`config.mk`:
```
export PLATFORM = sky130hd
export DESIGN_NAME = erc_xlate
export DESIGN_NICKNAME = d
export VERILOG_FILES = /design/src/rtl/core/erc_pkg.sv /design/src/rtl/core/erc_xlate.sv
export SDC_FILE = /design/constraint.sdc
export NUM_CORES = 1
export LEC_CHECK = 0
export ABC_AREA = 1
export ABC_CLOCK_PERIOD_IN_PS = 8100
export BUFFER_PORTS_ARGS = -buffer_cell sky130_fd_sc_hd__buf_2
export CAP_MARGIN = 10
export CORE_ASPECT_RATIO = 1.75
export CORE_MARGIN = 3
export CORE_UTILIZATION = 40
export CTS_CLUSTER_DIAMETER = 30
export DETAILED_ROUTE_END_ITERATION = 6
export GPL_TIMING_DRIVEN = 0
export HOLD_SLACK_MARGIN = 0.08
export PLACE_DENSITY_LB_ADDON = 0.12
export SYNTH_ARGS = -nofsm -noshare
export SYNTH_HDL_FRONTEND = slang
export SYNTH_SLANG_ARGS = --single-unit
```
`constraint.sdc`:
```
create_clock -name clock -period 8.1 [get_ports clock]
set_input_delay 1.215 -clock clock [delete_from_list [all_inputs] [get_ports clock]]
set_output_delay 1.215 -clock clock [all_outputs]
set_load 0.01 [all_outputs]
```
`src/rtl/core/erc_pkg.sv`:
```
// Shared types and constants of the Euler rigid transform block.
// Depends on nothing; the RTL files refer to it by scoped names and the testbench imports it.
`default_nettype none

package erc_pkg;

   localparam int COORD_WIDTH_DEF = 32;
   localparam int TRIG_FRAC_DEF   = 14;
   localparam int PORT_WIDTH      = 32;
   localparam int TRIG_WIDTH      = 16;
   localparam int CSR_INDEX_WIDTH = 3;

   // Input register with clip, inverse translation, three rotations of two
   // stages each, forward translation.
   localparam int LATENCY = 9;

   localparam logic [PORT_WIDTH-1:0] SHIFT_RESET = 32'h0000_0000;
   localparam logic [PORT_WIDTH-1:0] TRIG_RESET  = 32'h4000_0000;

   typedef enum logic [CSR_INDEX_WIDTH-1:0] {
      REG_SHIFT_X = 3'd0,
      REG_SHIFT_Y = 3'd1,
      REG_SHIFT_Z = 3'd2,
      REG_YAW     = 3'd3,
      REG_PITCH   = 3'd4,
      REG_ROLL    = 3'd5
   } csr_index_type;

   typedef enum logic [1:0] {
      AXIS_X = 2'd0,
      AXIS_Y = 2'd1,
      AXIS_Z = 2'd2
   } axis_type;

   // A rotation acts on the pair (a, b): a' = a*c - b*s, b' = a*s + b*c.
   typedef struct packed {
      axis_type a;
      axis_type b;
   } plane_type;

   typedef struct packed {
      logic valid;
      logic inverse;
      logic clipped;
   } ctl_type;

   typedef struct packed {
      logic                         func;
      logic signed [PORT_WIDTH-1:0] point_x;
      logic signed [PORT_WIDTH-1:0] point_y;
      logic signed [PORT_WIDTH-1:0] point_z;
   } req_type;

   typedef struct packed {
      logic signed [PORT_WIDTH-1:0] result_x;
      logic signed [PORT_WIDTH-1:0] result_y;
      logic signed [PORT_WIDTH-1:0] result_z;
      logic                         saturated;
   } rsp_type;

endpackage

`default_nettype wire

```
`src/rtl/core/erc_xlate.sv`:
```
// Translation stage: adds or subtracts the shift vector with saturation for items of its
// direction and passes the others through, one register stage. Depends on erc_pkg.
`default_nettype none

module erc_xlate #(
   parameter int COORD_WIDTH = erc_pkg::COORD_WIDTH_DEF
) (
   input  wire logic                                 clock,
   input  wire logic                                 reset,
   input  wire logic                                 on_inverse,
   input  wire erc_pkg::ctl_type                     src_ctl,
   input  wire logic signed [COORD_WIDTH-1:0]        src_point [3],
   input  wire logic signed [erc_pkg::PORT_WIDTH-1:0] shift [3],
   output erc_pkg::ctl_type                          dst_ctl,
   output logic signed [COORD_WIDTH-1:0]             dst_point [3]
);

   localparam int BW = ((COORD_WIDTH > erc_pkg::PORT_WIDTH) ? COORD_WIDTH
                                                             : erc_pkg::PORT_WIDTH) + 1;
   localparam logic signed [BW-1:0] SAT_HI = BW'({1'b0, {(COORD_WIDTH-1){1'b1}}});
   localparam logic signed [BW-1:0] SAT_LO = -SAT_HI - BW'(1);

   function automatic logic [COORD_WIDTH:0] clip(input logic signed [BW-1:0] v);
      if (v > SAT_HI) begin
         clip = {1'b1, SAT_HI[COORD_WIDTH-1:0]};
      end else if (v < SAT_LO) begin
         clip = {1'b1, SAT_LO[COORD_WIDTH-1:0]};
      end else begin
         clip = {1'b0, v[COORD_WIDTH-1:0]};
      end
   endfunction

   erc_pkg::ctl_type              ctl_ff, ctl_in;
   logic signed [COORD_WIDTH-1:0] point_ff [3];
   logic signed [COORD_WIDTH-1:0] point_in [3];
   logic signed [BW-1:0]          sum [3];
   logic [COORD_WIDTH:0]          clipped [3];
   logic                          apply;

   always_comb begin
      // The stage only acts on items whose direction matches it.
      apply  = (src_ctl.inverse == on_inverse);
      ctl_in = src_ctl;
      for (int i = 0; i < 3; i++) begin
         if (on_inverse) begin
            sum[i] = BW'(src_point[i]) - BW'(shift[i]);
         end else begin
            sum[i] = BW'(src_point[i]) + BW'(shift[i]);
         end
         clipped[i] = clip(sum[i]);
         if (apply) begin
            point_in[i]    = clipped[i][COORD_WIDTH-1:0];
            ctl_in.clipped = ctl_in.clipped | clipped[i][COORD_WIDTH];
         end else begin
            point_in[i] = src_point[i];
         end
      end
   end

   always_ff @(posedge clock) begin
      if (reset) begin
         ctl_ff <= '0;
      end else begin
         ctl_ff <= ctl_in;
      end
   end

   always_ff @(posedge clock) begin
      for (int i = 0; i < 3; i++) begin
         point_ff[i] <= point_in[i];
      end
   end

   assign dst_ctl = ctl_ff;

   always_comb begin
      for (int i = 0; i < 3; i++) begin
         dst_point[i] = point_ff[i];
      end
   end

endmodule

`default_nettype wire

```
Word-level counts from Yosys, hierarchy flattened
Memories as Yosys holds them, arrays and structs flattened.
Cells that the tools add are included.

storage, ports and cells
  memories kept = 1
  output and inout bits = 99
  input bits = 198
  RAM bits = 96
  register bits after elaboration = 3

memories
  name      words  bits a word  read ports  clocked after memory_dff  wr ports  RTL line         source
  point_ff  3      32           3           0                         3         erc_xlate.sv:34  logic signed [COORD_WIDTH-1:0] point_ff [3];

cells by class
  add/subtract/negate cells = 6
  $lt $le $gt $ge = 6
  equal/unequal tests = 1
  bitwise operators = 3
  muxes and demuxes = 15

operator list
  cell                  count
  $mux 33               9
  $add 32x32->33        3
  $gt 33x32->1 const B  3
  $lt 33x32->1 const B  3
  $sub 32x32->33        3
  $mux 32               3
  $mux 1                3
  $or 1x1->1            3
  $eq 1x1->1            1

Logic depth before layout (Yosys ltp)
  depth in word-level cells = 11
  mapped depth = 31
  mapped depth without buffers = 31

Worst setup path after synthesis
OpenSTA, ideal clock, no wires.

  kind = input -> register
  start = in shift[0] (netlist bit)
  end = mem point_ff[0][77] (netlist bit)
  stages on the path = 27
  arrival = 4.277 ns
  path slack = 3.702 ns
  buffers on the path = 2
  setup time = 0.121 ns
  required time = 7.979 ns
  cell sequence = inv_1 ha_1 nand2_1 nor2_1 nand2_1 nor2_2 nand2_1 nor3_2 nand2_1 nor3_2 nand4_1 nand2_1 o21ai_0 xnor2_1 ha_1 nand2_1 nor3_1 and3_1 nand2_2 nand3_2 nand3_1 nand3_2 nand2_2 inv_2 buf_6 buf_12 a21oi_4

RTL lines
  item             RTL line         source
  start, declared  erc_xlate.sv:13  input wire logic signed [erc_pkg::PORT_WIDTH-1:0] shift [3],
  end, declared    erc_xlate.sv:34

==> summary.md <==
| Metric | Value |
|---|---|
| Ratio of cells with drive above 1 in the final layout | 0.192 |
| Design Area, Final | 0.0139 mm2 |
| Post-DP HPWL | 38000 um |
| Post-synth top cells | nand2_1, nor2_1, inv_1 |
| Top cells by area, synth | dfxtp_1, nand2_1, ha_1 |
| Pint | 1.38 mW |
| Most used cell, CP | nand2_1 |
| Dpl cell area | 0.0136 mm2 |
| Gr ovfl total | 0 |
| Peak supply drop | 0.000128 V |
| Site row count | 82 |
| Clk pin slew, worst setup/hold paths | 0.08 ns |
| Non-filler cells, final | 2551 |
| Nets | 2461 |
| Synthesized area | 0.0116 mm2 |
| Fmax achieved | 0.185 GHz |
| Starting Density | 0.407 |
| Hold Fails Final Rpt | 0 |
| Min Hold Slack | 1.03 ns |
| Hold path depth | 2 |
| Die Width | 135 um |
| Most frequent cell after synthesis | nand2_1 |
| Max incr delay on CP | 0.68 ns |
| CP Capture Type | flip-flop |
| Worst-path cell chain | buf_2, clkinv_1, clkbuf_1, clkbuf_1, o21ai_0, xnor2_1, inv_1, ha_1, nand2_1, inv_1, a21oi_1, nand2_1, nand2_1, nand2_2, a21oi_1, nand3_1, nand3_2, buf_2, nand2_1, a21oi_1 |
| Worst path slowest cell | clkbuf_1 |
| Area Growth Syn to Fin | 19.7% |
| NetSw | 1.11 mW |
| Post-synth EDFFs | 0 |
| Setup CP Type | in2reg |
| Resized Gates After CTS | 0 |
| Post-Syn Nets | 2154 |
| Seq/Total Area, Yosys | 0.170 |
| CTS Buffer Depth | 2 |
| Max transition margin | 0.430 |
| Cts hold-fix bufs | 0 |
| Via-per-instance ratio | 5.05 |
| Final setup TNS | 0 ns |
| Total power | 2.50 mW |
| Largest net degree at the start of global routing | 16 |
| Cell area power density | 179 mW/mm2 |
| Hold Crit Start | reset |
| Vias in the first global route | 13100 |
| CTS Sinks | 99 |
| WP buf/inv | 7 |
| Async set-reset flop share out of synthesis | 0 |
| Reg power frac | 0.246 |
| Worst path depth | 20 |
| Yosys reg bits | 99 |
| # DRC | 0 |
| # IOs | 297 |
| Pleak | 7.37 nW |
| DR vias | 12900 |
| Hold/Removal Path Class | in2reg |
| Initial antenna violation count | 9 |
| Clock buffer count from CTS | 9 |
| Syn Inst Count | 1854 |
| Die area | 0.0313 mm2 |
| Post-CTS Setup Inserts | 0 |
| Cell taking the most area after synthesis | dfxtp_1 |
| Post-synth top area share | 0.170 |
| Max-slew violation count | 0 |
| Switching part of the total | 0.446 |
| Core area | 0.0286 mm2 |
| Netlist cell types | 52 |
| Total global-route track usage | 0.278 |
| Critical path required time | 8.41 ns |
| Routability cong. | 0.935 |
| Actual slew at the worst max-slew pin | 0.855 ns |
| DR pass1 iterations | 5 |
| Kind of cell adding the most delay to the critical path | buffers and inverters |
| DRT iter0 DRCs | 526 |
| Port Buffer Count | 296 |
| Synth Area per Inst | 6.28 um2 |
| Clock root buffer | clkbuf_16 |
| Clk pwr share | 0.201 |
| Prevailing post-synth register cell | dfxtp_1 |
| Placed Instances | 2528 |
| # setup viols final | 0 |
| Outcome | finished, final reports clean |
| Worst EP arrival | 5.71 ns |
| RSZ-0062 raised after global routing | no |
| WL final | 44400 um |
| Top fanout value on the critical path | 10 |
| DRT antenna net count | 0 |
| Max_cap viols | 0 |
| Die height | 232 um |
| Combinational share of power | 0.553 |
| First-pass GRT wire length | 67000 um |
| H-tree levels | 3 |
| Hold Path Sink | dst_ctl[2]$_SDFF_PP0_ |
| Fin crit period | 5.40 ns |
| WL per Instance | 17.4 um |
| Fin crit share | 0.666 |
| Yosys Warn Count | 0 |
| TritonCTS clock tree | done |
| Worst setup SP type | primary input |
[flip-flops by register name (all words and copies together), names as in the netlist]
register,flops
point_ff,96
dst_ctl,3
[placed cells by master (no fill, tap or decap), types with 4 or more instances in the layout]
cell type	netlist	final
o21bai_1	14	14
nand2_1	472	472
buf_1	4	4
a21o_1	11	11
xor2_1	117	117
a21oi_1	170	170
nor3_2	4	4
or2_1	4	4
clkbuf_16	0	9
o21ai_2	5	5
and2_1	4	4
or2_2	7	7
nor2_1	241	241
a21oi_4	20	20
ha_1	99	99
nor4_1	9	9
buf_2	9	305
nand3b_1	6	6
a31oi_1	19	19
buf_6	4	4
nor3_1	21	21
nand4_1	12	12
inv_1	229	229
dfxtp_1	99	99
xnor2_1	52	52
clkbuf_1	17	18
inv_2	4	4
o21ai_0	51	51
nand3_2	9	9
o21ai_1	7	7
nor2_2	5	5
nand3_1	70	70
nand2_2	17	17
a21oi_2	10	10
o211ai_1	4	4
diode_2	0	8
[cell type report]
class	count	area (um2)
Antenna cell	8	20.0
Buffer	39	226
Clock buffer	11	243
Clock inverter	4	75.1
Fill cell	3123	14700
Inverter	234	878
Multi-Input combinational cell	1482	8560
Sequential cell	99	1980
Tap cell	378	473
Timing Repair Buffer	296	1480
[worst max-delay path by stage]
stage,from,end,slack (ns)
2_1_floorplan,shift[0],point_ff[0][77]$_DFF_P_,3.70
3_3_place_gp,on_inverse,point_ff[0][37]$_DFF_P_,2.29
3_5_place_dp,on_inverse,point_ff[0][37]$_DFF_P_,2.28
4_1_cts,on_inverse,point_ff[0][37]$_DFF_P_,2.68
5_1_grt,on_inverse,point_ff[0][58]$_DFF_P_,2.33
6_report,on_inverse,point_ff[0][37]$_DFF_P_,2.70
[metrics by stage]
stage,util,setup WS [ns]
finish,0.487,2.70
global route,0.487,2.33
CTS,0.486,2.68
detailed placement,0.475,2.28
global placement,0.475,2.29
floorplan,-,3.70
[logic make-up (layout without fill, tap and decap cells)]
| kind of cell | after synthesis | in the layout | share of synthesized area |
|---|---|---|---|
| compound gates | 324 | 324 | 0.175 |
| xor+xnor | 169 | 169 | 0.127 |
| fa+ha+maj | 102 | 102 | 0.112 |
| buf+inv | 273 | 584 | 0.0949 |
| flops | 99 | 99 | 0.170 |
| other cells | 0 | 8 | 0 |
| simple gates | 887 | 887 | 0.321 |
[power by group through the flow]
| stage | combinational, mW | sequential (mW) | clock (mW) |
|---|---|---|---|
| after floorplan | 0.880 | 0.686 | 0 |
| after global placement | 1.38 | 0.626 | 0 |
| after detailed placement | 1.38 | 0.626 | 0 |
| after CTS | 1.39 | 0.615 | 0.523 |
| after global routing | 1.54 | 0.622 | 0.528 |
| final | 1.38 | 0.614 | 0.503 |
[metal layers]
metal  vias up  track usage  part of all wire
met4         6        0.139             0.047
met3        95       0.0444             0.054
li1       6594            -                 -
met5         -            0           0.00077
met2       357        0.553              0.55
met1      5823        0.269              0.35
No activity file was read; power rests on OpenSTA's default activity.
